===== src/sv/tgow_pkg.sv =====
// shared types, constants and glyph tables for the text glyph oled writer
package tgow_pkg;

    localparam int PAGES = 8;

    localparam logic [7:0] CMD_COL_WINDOW  = 8'h21;
    localparam logic [7:0] CMD_PAGE_WINDOW = 8'h22;
    localparam logic [7:0] WRAP_COLUMN     = 8'd120;
    localparam logic [7:0] ADV_NARROW      = 8'd8;
    localparam logic [7:0] ADV_WIDE        = 8'd9;
    localparam logic [7:0] CASE_FOLD       = 8'd32;

    // byte slots within one character run
    localparam int          CNT_W           = 4;
    localparam logic [3:0] SLOT_COL_CMD    = 4'd0;
    localparam logic [3:0] SLOT_COL_START  = 4'd1;
    localparam logic [3:0] SLOT_COL_END    = 4'd2;
    localparam logic [3:0] SLOT_PAGE_CMD   = 4'd3;
    localparam logic [3:0] SLOT_PAGE_START = 4'd4;
    localparam logic [3:0] SLOT_PAGE_END   = 4'd5;
    localparam logic [3:0] SLOT_DATA0      = 4'd6;
    localparam logic [3:0] SLOT_LAST       = 4'd13;

    localparam logic [5:0] GLYPH_DIGIT0 = 6'd26;
    localparam logic [5:0] GLYPH_DOT    = 6'd36;
    localparam logic [5:0] GLYPH_COLON  = 6'd37;
    localparam logic [5:0] GLYPH_MINUS  = 6'd38;
    localparam logic [5:0] GLYPH_PLUS   = 6'd39;
    localparam logic [5:0] GLYPH_BLANK  = 6'd40;

    typedef enum logic [1:0] {
        ACT_PRINT      = 2'd0,
        ACT_NEW_LINE   = 2'd1,
        ACT_SET_CURSOR = 2'd2
    } t_action;

    typedef struct packed {
        logic [6:0] col;
        logic [2:0] page;
    } t_cursor;

    localparam int CUR_W     = $bits(t_cursor);
    localparam int CUR_DEPTH = 2;

    typedef struct packed {
        logic [6:0]  col;
        logic [2:0]  page;
        logic [63:0] glyph;
    } t_job;

    function automatic logic [5:0] glyph_index(input logic [7:0] code);
        logic [7:0] c;
        c = code;
        if (c >= 8'h61 && c <= 8'h7A) c = c - CASE_FOLD;
        if (c >= 8'h41 && c <= 8'h5A) return 6'(c - 8'h41);
        if (c >= 8'h30 && c <= 8'h39) return GLYPH_DIGIT0 + 6'(c - 8'h30);
        if (c == 8'h2E) return GLYPH_DOT;
        if (c == 8'h3A) return GLYPH_COLON;
        if (c == 8'h2D) return GLYPH_MINUS;
        if (c == 8'h2B) return GLYPH_PLUS;
        return GLYPH_BLANK;
    endfunction

    // first column byte in the top bits
    function automatic logic [63:0] glyph_row(input logic [5:0] idx);
        logic [63:0] r;
        case (idx)
            6'd0:    r = 64'hFC22212121_22FC00;
            6'd1:    r = 64'hFF8989898989_7600;
            6'd2:    r = 64'h7E8181818181_4200;
            6'd3:    r = 64'hFF8181818142_3C00;
            6'd4:    r = 64'hFF8989898181_8100;
            6'd5:    r = 64'hFF0909090101_0100;
            6'd6:    r = 64'h7E8181919191_5E00;
            6'd7:    r = 64'hFF1010101010_FF00;
            6'd8:    r = 64'h8181FFFF8181_0000;
            6'd9:    r = 64'h608081817F01_0100;
            6'd10:   r = 64'hFF1028448281_0000;
            6'd11:   r = 64'hFF8080808080_8000;
            6'd12:   r = 64'hFF020C02FF00_0000;
            6'd13:   r = 64'hFF06083040FF_0000;
            6'd14:   r = 64'h7E8181818181_7E00;
            6'd15:   r = 64'hFF111111110E_0000;
            6'd16:   r = 64'h7E8181A141BE_4000;
            6'd17:   r = 64'hFF111131518E_0000;
            6'd18:   r = 64'h468989898989_7200;
            6'd19:   r = 64'h0101FFFF0101_0000;
            6'd20:   r = 64'h7F8080808080_7F00;
            6'd21:   r = 64'h1F608040300F_0000;
            6'd22:   r = 64'h7F8070807F00_0000;
            6'd23:   r = 64'hC324181824C3_0000;
            6'd24:   r = 64'h0708F0F00807_0000;
            6'd25:   r = 64'h81C1A1918985_8300;
            6'd26:   r = 64'h7E8181818181_7E00;
            6'd27:   r = 64'h008084FFFF80_8000;
            6'd28:   r = 64'h82C3A1918987_C200;
            6'd29:   r = 64'h42819191_91FF_6E00;
            6'd30:   r = 64'h18141211FFFF_1000;
            6'd31:   r = 64'h4F8989898989_F100;
            6'd32:   r = 64'h7F8989898989_7100;
            6'd33:   r = 64'h010101018171_0F00;
            6'd34:   r = 64'h768989898989_7600;
            6'd35:   r = 64'h4E8989898989_7F00;
            6'd36:   r = 64'h000080800000_0000;
            6'd37:   r = 64'h000024240000_0000;
            6'd38:   r = 64'h001818181818_1800;
            6'd39:   r = 64'h0018187E7E18_1800;
            default: r = 64'h0;
        endcase
        return r;
    endfunction

endpackage


===== src/sv/tgow_ram.sv =====
// generic single-port-write ram with registered read
module tgow_ram #(
    parameter int WIDTH = 8,
    parameter int DEPTH = 2
) (
    input  logic                     i_clk,
    input  logic                     i_we,
    input  logic [$clog2(DEPTH)-1:0] i_waddr,
    input  logic [WIDTH-1:0]         i_wdata,
    input  logic [$clog2(DEPTH)-1:0] i_raddr,
    output logic [WIDTH-1:0]         o_rdata
);

    logic [WIDTH-1:0] r_mem [DEPTH];
    logic [WIDTH-1:0] r_rdata;

    always_ff @(posedge i_clk) begin
        if (i_we) begin
            r_mem[i_waddr] <= i_wdata;
        end
        r_rdata <= r_mem[i_raddr];
    end

    assign o_rdata = r_rdata;

endmodule


===== src/sv/tgow_seq.sv =====
// byte sequencer: plays out the fourteen bytes of one character run
module tgow_seq (
    input  logic                 i_clk,
    input  logic                 i_rst_n,
    input  logic                 i_load,
    input  tgow_pkg::t_job       i_job,
    input  logic                 i_out_stall,
    output logic                 o_free,
    output logic                 o_out_valid,
    output logic                 o_is_data,
    output logic [7:0]           o_byte_value,
    output logic                 o_last_of_run
);

    logic                        r_busy;
    logic                        n_busy;
    logic [tgow_pkg::CNT_W-1:0]  r_cnt;
    logic [tgow_pkg::CNT_W-1:0]  n_cnt;
    tgow_pkg::t_job              r_job;
    logic                        last_beat;
    logic [tgow_pkg::CNT_W-1:0]  data_idx;
    logic [2:0]                  sel;

    assign last_beat = r_busy && !i_out_stall && (r_cnt == tgow_pkg::SLOT_LAST);
    assign o_free    = !r_busy || last_beat;

    always_comb begin
        n_busy = r_busy;
        n_cnt  = r_cnt;
        if (i_load) begin
            n_busy = 1'b1;
            n_cnt  = tgow_pkg::SLOT_COL_CMD;
        end else if (last_beat) begin
            n_busy = 1'b0;
        end else if (r_busy && !i_out_stall) begin
            n_cnt = r_cnt + 4'd1;
        end
    end

    always_ff @(posedge i_clk) begin
        if (!i_rst_n) begin
            r_busy <= 1'b0;
            r_cnt  <= tgow_pkg::SLOT_COL_CMD;
        end else begin
            r_busy <= n_busy;
            r_cnt  <= n_cnt;
        end
    end

    always_ff @(posedge i_clk) begin
        if (i_load) begin
            r_job <= i_job;
        end
    end

    assign data_idx = r_cnt - tgow_pkg::SLOT_DATA0;
    assign sel      = 3'd7 - data_idx[2:0];

    always_comb begin
        o_is_data    = 1'b0;
        o_byte_value = 8'h00;
        unique case (r_cnt)
            tgow_pkg::SLOT_COL_CMD:    o_byte_value = tgow_pkg::CMD_COL_WINDOW;
            tgow_pkg::SLOT_COL_START:  o_byte_value = {1'b0, r_job.col};
            tgow_pkg::SLOT_COL_END:    o_byte_value = {1'b0, r_job.col} + 8'd7;
            tgow_pkg::SLOT_PAGE_CMD:   o_byte_value = tgow_pkg::CMD_PAGE_WINDOW;
            tgow_pkg::SLOT_PAGE_START: o_byte_value = {5'b0, r_job.page};
            tgow_pkg::SLOT_PAGE_END:   o_byte_value = {5'b0, r_job.page};
            default: begin
                o_is_data    = 1'b1;
                o_byte_value = r_job.glyph[{sel, 3'b000} +: 8];
            end
        endcase
    end

    assign o_out_valid   = r_busy;
    assign o_last_of_run = (r_cnt == tgow_pkg::SLOT_LAST);

endmodule


===== src/sv/text_glyph_oled_writer.sv =====
// top level: text events in, page-addressed oled command and data bytes out
//
// Each print-character beat yields a run of fourteen output beats, one per cycle while the
// output is not stalled: six window command bytes then eight glyph column bytes, the last
// flagged. New-line and set-cursor beats yield nothing and never wait for the sequencer. The
// cursor lives in a small synchronous memory; every input beat passes through the
// read-modify-write stage, with the value written in the previous cycle forwarded, so a
// print beat waits there only while the byte sequencer is still playing out the prior
// run. Sustained rate for text is therefore set by the one-byte-per-cycle output. After
// reset the cursor memory is cleared, and no input beat is accepted while it is cleared.
// Spacing may be changed only while idle.
module text_glyph_oled_writer #(
    parameter int PAGES = tgow_pkg::PAGES
) (
    input  logic       i_clk,
    input  logic       i_rst_n,
    input  logic       i_cfg_we,
    input  logic       i_cfg_wdata,
    input  logic       i_in_valid,
    output logic       o_in_stall,
    input  logic [1:0] i_action,
    input  logic [7:0] i_char_code,
    input  logic [6:0] i_new_col,
    input  logic [2:0] i_new_page,
    output logic       o_out_valid,
    input  logic       i_out_stall,
    output logic       o_is_data,
    output logic [7:0] o_byte_value,
    output logic       o_last_of_run
);

    localparam int AW = $clog2(tgow_pkg::CUR_DEPTH);
    localparam logic [AW-1:0] CUR_ADDR = '0;

    logic                   r_wide;
    logic                   r_clr;
    logic                   r_s1_vld;
    tgow_pkg::t_action      r_s1_action;
    logic [5:0]             r_s1_glyph;
    logic [6:0]             r_s1_new_col;
    logic [2:0]             r_s1_new_page;
    logic                   r_fwd_vld;
    tgow_pkg::t_cursor      r_fwd;

    logic                   in_acc;
    logic                   s1_fire;
    logic                   seq_free;
    logic                   seq_load;
    logic                   wr_en;
    tgow_pkg::t_cursor      wr_data;
    logic [tgow_pkg::CUR_W-1:0] rd_data;
    tgow_pkg::t_cursor      cur;
    tgow_pkg::t_cursor      n_cur;
    logic [2:0]             pg_inc;
    logic [2:0]             nl_page;
    logic [7:0]             col_sum;
    tgow_pkg::t_job         job;

    always_ff @(posedge i_clk) begin
        if (!i_rst_n) begin
            r_wide <= 1'b0;
        end else if (i_cfg_we) begin
            r_wide <= i_cfg_wdata;
        end
    end

    // input stage
    assign s1_fire    = r_s1_vld && ((r_s1_action != tgow_pkg::ACT_PRINT) || seq_free);
    assign o_in_stall = r_clr || (r_s1_vld && !s1_fire);
    assign in_acc     = i_in_valid && !o_in_stall;

    always_ff @(posedge i_clk) begin
        if (!i_rst_n) begin
            r_s1_vld  <= 1'b0;
            r_clr     <= 1'b1;
            r_fwd_vld <= 1'b0;
        end else begin
            r_clr     <= 1'b0;
            r_fwd_vld <= wr_en;
            if (in_acc) begin
                r_s1_vld <= 1'b1;
            end else if (s1_fire) begin
                r_s1_vld <= 1'b0;
            end
        end
    end

    always_ff @(posedge i_clk) begin
        if (in_acc) begin
            r_s1_action   <= tgow_pkg::t_action'(i_action);
            r_s1_glyph    <= tgow_pkg::glyph_index(i_char_code);
            r_s1_new_col  <= i_new_col;
            r_s1_new_page <= i_new_page;
        end
        if (wr_en) begin
            r_fwd <= wr_data;
        end
    end

    // cursor memory, read every cycle, last write forwarded
    tgow_ram #(
        .WIDTH (tgow_pkg::CUR_W),
        .DEPTH (tgow_pkg::CUR_DEPTH)
    ) u_cur_ram (
        .i_clk   (i_clk),
        .i_we    (wr_en),
        .i_waddr (CUR_ADDR),
        .i_wdata (wr_data),
        .i_raddr (CUR_ADDR),
        .o_rdata (rd_data)
    );

    assign cur = r_fwd_vld ? r_fwd : tgow_pkg::t_cursor'(rd_data);

    assign pg_inc  = cur.page + 3'd1;
    assign nl_page = ({1'b0, pg_inc} > 4'(PAGES - 1)) ? 3'd0 : pg_inc;
    assign col_sum = {1'b0, cur.col} + (r_wide ? tgow_pkg::ADV_WIDE : tgow_pkg::ADV_NARROW);

    always_comb begin
        n_cur = cur;
        unique case (r_s1_action)
            tgow_pkg::ACT_PRINT: begin
                if (col_sum >= tgow_pkg::WRAP_COLUMN) begin
                    n_cur.col  = 7'd0;
                    n_cur.page = nl_page;
                end else begin
                    n_cur.col = col_sum[6:0];
                end
            end
            tgow_pkg::ACT_NEW_LINE: begin
                n_cur.col  = 7'd0;
                n_cur.page = nl_page;
            end
            tgow_pkg::ACT_SET_CURSOR: begin
                n_cur.col  = r_s1_new_col;
                n_cur.page = r_s1_new_page;
            end
            default: n_cur = cur;
        endcase
    end

    assign wr_en   = r_clr || s1_fire;
    assign wr_data = r_clr ? tgow_pkg::t_cursor'('0) : n_cur;

    assign seq_load  = s1_fire && (r_s1_action == tgow_pkg::ACT_PRINT);
    assign job.col   = cur.col;
    assign job.page  = cur.page;
    assign job.glyph = tgow_pkg::glyph_row(r_s1_glyph);

    tgow_seq u_seq (
        .i_clk         (i_clk),
        .i_rst_n       (i_rst_n),
        .i_load        (seq_load),
        .i_job         (job),
        .i_out_stall   (i_out_stall),
        .o_free        (seq_free),
        .o_out_valid   (o_out_valid),
        .o_is_data     (o_is_data),
        .o_byte_value  (o_byte_value),
        .o_last_of_run (o_last_of_run)
    );

endmodule

===== config.mk =====
export PLATFORM = sky130hd
export DESIGN_NAME = text_glyph_oled_writer
export DESIGN_NICKNAME = d
export VERILOG_FILES = /design/src/sv/tgow_pkg.sv /design/src/sv/tgow_ram.sv /design/src/sv/tgow_seq.sv /design/src/sv/text_glyph_oled_writer.sv
export SDC_FILE = /design/constraint.sdc
export NUM_CORES = 1
export LEC_CHECK = 0
export ABC_CLOCK_PERIOD_IN_PS = 6950
export BUFFER_PORTS_ARGS = -buffer_cell sky130_fd_sc_hd__buf_2
export CORE_AREA = 4 4 117 119
export CTS_CLUSTER_DIAMETER = 60
export DETAILED_ROUTE_END_ITERATION = 6
export DIE_AREA = 0 0 121 123
export PLACE_DENSITY = 0.77
export SETUP_SLACK_MARGIN = 0.3
export SLEW_MARGIN = 20
export SYNTH_ARGS = -nofsm -noshare
export SYNTH_HDL_FRONTEND = slang
export SYNTH_MEMORY_MAX_BITS = 65536
export SYNTH_SLANG_ARGS = --single-unit

===== constraint.sdc =====
create_clock -name i_clk -period 6.95 [get_ports i_clk]
set_clock_uncertainty 0.05 [all_clocks]
set_input_delay 1.39 -clock i_clk [delete_from_list [all_inputs] [get_ports i_clk]]
set_output_delay 1.39 -clock i_clk [all_outputs]
set_load 0.1 [all_outputs]

## Word level (Yosys, flattened, before mapping)

Memories as Yosys holds them, arrays and structs flattened. A register that Yosys moved wholly into a read port is not among the register bits.
Index checks and enable logic that the tools add are counted.
W data, S select, Z words.

- Equal/unequal tests: 12
- Bitwise logic cells: 2
- Reductions and logical operators: 26
- Muxes and demuxes: 59
- Shifts and indexed selects: 1
- Add/subtract/negate cells: 10
- $lt $le $gt $ge: 7

Operators by type and width:

| operator | count |
|---|---|
| $mux W6 | 15 |
| $shiftx A64 B7 Y8 | 1 |
| $pmux W8 S5 | 1 |
| $mux W1 | 36 |
| $eq A8 B6 Y1 const B | 4 |
| $pmux W10 S3 | 1 |
| $ge A8 B7 Y1 const B | 3 |
| $mux W10 | 2 |
| $le A8 B7 Y1 const B | 2 |
| $mux W8 | 2 |
| $logic_and A1 B1 Y1 | 9 |
| $add A7 B3 Y8 const B | 1 |
| $add A7 B4 Y8 | 1 |
| $eq A4 B2 Y1 const B | 2 |
| $eq A4 B3 Y1 const B | 2 |
| $ge A8 B6 Y1 const B | 1 |
| $le A8 B6 Y1 const B | 1 |
| $sub A8 B6 Y8 const B | 1 |
| $mux W7 | 1 |
| $add A5 B6 Y6 const A | 1 |
| $reduce_bool A2 Y1 | 3 |
| $reduce_or A6 Y1 | 1 |
| $sub A6 B1 Y6 const B | 1 |
| $sub A6 B6 Y6 const B | 1 |
| 16 further kinds | 24 |

- Output and inout bits: 12
- Memory bits (read-only): 3584
- Memory bits (writable): 20
- Register bits after elaboration: 111
- Bits of input ports: 26
- Memories: 2

Memory list:

| memory | depth | width | rd ports | clocked after Yosys merged registers in | write ports | line | text |
|---|---|---|---|---|---|---|---|
| (name not given) | 64 | 56 | 1 | 1 | 0 | tgow_pkg.sv:67 | `case (idx)` |
| u_cur_ram.r_mem | 2 | 10 | 1 | 1 | 1 | tgow_ram.sv:14 | `logic [WIDTH-1:0] r_mem [DEPTH];` |

## Depth between registers and ports, before layout

- Word-level depth: 42
- Depth in mapped cells: 12
- Mapped depth without buffers: 9

## Modules after synthesis

Synthesis repeated with hierarchy kept, for this count alone.

- Cell total of the unflattened synthesis: 919
- Area, all modules: 9932.0 sq um

By module, submodules not included:

| module | cells each | area each (sq um) | instances |
|---|---|---|---|
| text_glyph_oled_writer | 692 | 5627.9 | 1 |
| tgow_seq | 184 | 3329.4 | 1 |
| tgow_ram | 43 | 974.7 | 1 |

## Worst setup path after synthesis

No wires, ideal clock.

- Path type: reg2out
- From: register u_seq.r_cnt[1] (netlist bit)
- To: output port o_byte_value[0]
- Cell stages (with the launch flop): 6
- Slack: 0.999 ns
- Required time: 5.510 ns
- Path buffers: 1
- Arrival time: 4.511 ns
- Cells stage by stage: dfxtp_1 > clkbuf_1 > inv_1 > ha_1 > a21oi_1 > o311ai_0

- Word-level cells in the longest chain between the ends: 4
- Elaborated cells on any way between the ends: 11
- Classes of those cells: add/sub (2); eq/ne (5); shift (1); mux (1); reduce/logical (2)

RTL lines:

| item | line | text |
|---|---|---|
| start: declaration | tgow_seq.sv:17 | `logic [tgow_pkg::CNT_W-1:0] r_cnt;` |
| start signal: assignment | tgow_seq.sv:43 | `r_cnt <= tgow_pkg::SLOT_COL_CMD;` |
| start signal: assignment | tgow_seq.sv:46 | `r_cnt <= n_cnt;` |
| $sub A3 B3 Y3 | tgow_seq.sv:56 | `assign data_idx = r_cnt - tgow_pkg::SLOT_DATA0;` |
| $sub A3 B3 Y3 | tgow_seq.sv:57 | `assign sel = 3'd7 - data_idx[2:0];` |
| $shiftx A64 B7 Y8 | tgow_seq.sv:71 | `o_byte_value = r_job.glyph[{sel, 3'b000} +: 8];` |
| $pmux W8 S5 * | tgow_seq.sv:62 | `unique case (r_cnt)` |
| end: declaration | text_glyph_oled_writer.sv:28 | `output logic [7:0] o_byte_value,` |

Mark *: on every way between the ends. The rest lies on a longest branch, timed or not.

## Worst setup path after layout

- From: register u_seq.r_cnt[1] (netlist bit)
- To: output port o_byte_value[4]

The elaborated chain is that of the path after synthesis.

==> run summary <==
CTS root buffer - clkbuf_16
Initial Util - 59.6%
Slew margin rel. - 19.7%
ANT cells - 0
Total Nets Final - 883
Post-layout min period - 4.73 ns
Synth async-reset ratio - 0%
WL final - 23500 µm
Primary FF master, synth - edfxtp_1
Post-CTS Hold Buffers - 0
Setup Total Neg Slack - 0 ns
Post-route ant nets - 0
Gpl congestion - 1.02
CP delay by family, top - flip-flops
Hold Crit Class - reg -> reg
Die Width - 121 µm
Synth area leader - edfxtp_1
Max Cap Viol - 0
P_leak - 3.07 nW
Slowest cell on the critical path - dfxtp_1
Vias in the first global route - 6335
CTS resizes - 0
Endpoints failing hold - 0
Num CTS Buffers - 17
IO Port Bufs - 37
HPWL Detailed - 15900 µm
Buffer and inverter count on the worst path - 2
Die area - 14900 µm²
Fin crit share - 68.0%
Status - finished clean
Top-area cell type share of the netlist area - 37.7%
CORE AREA - 12600 µm²
Die Y - 123 µm
CTS Buffer Depth - 2
Vias per cell - 6.84
Largest net degree at the start of global routing - 72
Ports - 38
Synth Cell Area - 7490 µm²
Synth top area cells - edfxtp_1 38%, a21oi_1 5.1%, dfxtp_1 5.1%, ha_1 4.8%, nand2_1 4.8%
Post-synthesis cell type count - 62
Share of cells above drive strength 1 - 10.9%
GRT Resource Usage Total - 31.6%
Final Core Density - 66.1%
Worst Setup Path Type - reg -> out
# DRC - 0
Synth Instances - 835
Worst EP required - 5.51 ns
#FFs+latches synth - 113
Clock Latency Late Sink - 0.40 ns
H-tree depth - 4
Startpoint type of the worst setup path - register
DRT iter0 DRCs - 1121
Post-synth EDFFs - 94
CTS tree - done
Max FO, Critical Path - 21
Avg Cell Area, Syn - 8.97 µm²
Post-CTS Setup Repair Bufs - 0
GRT Residual Overflow - 0
Clock transition at the registers of the reported paths - 0.06 ns
Setup violators final - 0
DR WL/cell - 23.2 µm
Synth warnings - 0
Sequential fraction of the synthesis area - 42.8%
Pwr/cell area - 230 nW/µm²
Net count after synthesis - 890
Peak supply drop - 0.167 mV
Hold_ws - 0.319 ns
Fin. max-slew vios - 0
Drt pass-1 iters - 6
Layout area overhead - 10.9%
RSZ-0062 raised after global routing - false
CP Cell Sequence - inv_1 -> ha_1 -> nor2_1 -> o21ai_0 -> nand2b_1 -> o211ai_1 -> o311ai_0 -> buf_2
Max Fclk - 212 MHz
DR vias - 6930
First-pass GRT wire length - 35900 µm
CP arrival - 3.29 ns
Worst slew pin tran - 1.20 ns
Clock net sink count - 113
Row cnt - 41
CP max stage delay - 0.96 ns
Crit path capture type - output port
Initial antenna violation count - 2
## area by class of cell
type / count / area, µm²
Clock buffer: 18 / 429
Multi-Input combinational cell: 619 / 3910
Inverter: 34 / 128
Clock inverter: 14 / 189
Fill cell: 990 / 4260
Sequential cell: 113 / 3200
Timing Repair Buffer: 43 / 230
Tap cell: 172 / 215
## cells in the final DEF, fill, tap and decap left out, drive strengths merged, types with 5 or more instances in the layout
master     n
nand2     96
edfxtp    94
nor2      89
a21oi     77
o21ai     65
buf       43
inv       31
ha        29
o211ai    27
mux2i     25
nand3     23
dfxtp     19
clkbuf    18
nor3      16
a31oi     16
a32oi     10
a211oi    10
xnor2      9
nand2b     8
mux4       8
o22ai      8
o221ai     8
o31ai      8
clkinv     8
nor2b      6
a21o       6
a22oi      6
or3        5
and2       5
o311ai     5
clkinvlp   5
## cells by family (layout without fill, tap and decap cells)
| kind of cell | count (synthesis) | count (layout) | share of synthesized area [%] |
|---|---|---|---|
| compound gates | 276 | 276 | 23.6 |
| simple gates | 266 | 266 | 15.6 |
| flops | 113 | 113 | 42.8 |
| buf+inv | 103 | 109 | 5.40 |
| mux | 37 | 37 | 6.52 |
| fa+ha+maj | 29 | 29 | 4.84 |
| xor+xnor | 11 | 11 | 1.29 |
## Yosys cell counts, drive strengths merged, types with 10 or more instances
| cell | n |
|---|---|
| nor2 | 89 |
| dfxtp | 19 |
| o21ai | 65 |
| nand3 | 23 |
| inv | 30 |
| ha | 29 |
| mux2i | 25 |
| a211oi | 10 |
| nor3 | 16 |
| a21oi | 77 |
| edfxtp | 94 |
| a31oi | 16 |
| a32oi | 10 |
| nand2 | 96 |
| buf | 11 |
| clkbuf | 58 |
| o211ai | 27 |
## through the flow
step	power, mW	cells	area (µm²)	setup slack, ns
global route	1.97	1013	8300	1.94
finish	1.91	1013	8300	2.22
CTS	1.91	1013	8300	2.27
global placement	1.01	981	7670	2.89
detailed placement	1.02	981	7680	2.73
floorplan	0.948	835	7490	0.999
## path summary, 6_finish.rpt
| check | start | slack (ns) | depth (start not counted) | to |
|---|---|---|---|---|
| setup / recovery | u_seq.r_cnt[1] | 2.22 | 8 | o_byte_value[4] |
| hold / removal | r_fwd[1] | 0.32 | 0 | u_cur_ram.o_rdata[1] |
| setup reg to reg | r_fwd_vld | 3.04 | 9 | r_fwd[4] |
| hold reg to reg | r_fwd[1] | 0.32 | 0 | u_cur_ram.o_rdata[1] |
## power breakdown
group	total, mW	leakage, nW	internal (mW)	switching, mW
clock	0.895	0.286	0.597	0.298
combinational	0.238	1.70	0.0747	0.163
sequential	0.779	1.09	0.759	0.0201
total	1.91	3.07	1.43	0.481
## routing by layer
| layer | wire length, µm | vias up | GRT usage, % |
|---|---|---|---|
| met5 | 22 | - | 0 |
| met4 | 574 | 4 | 9.77 |
| met3 | 2990 | 73 | 9.29 |
| met2 | 10500 | 497 | 47.5 |
| met1 | 9380 | 3255 | 44.5 |
| li1 | - | 3101 | - |
## flip-flops by register name, indices dropped and copies added (netlist names)
signal / cells
u_seq.r_job: 66
u_cur_ram.o_rdata: 10
r_fwd: 9
r_s1_new_col: 7
r_s1_glyph: 6
u_seq.r_cnt: 4
r_s1_new_page: 3
r_s1_action: 2
r_clr: 1
r_fwd_vld: 1
r_s1_vld: 1
r_wide: 1
u_cur_ram.r_mem: 1
u_seq.o_out_valid: 1
Note: power is estimated with default switching activity, not from simulation.
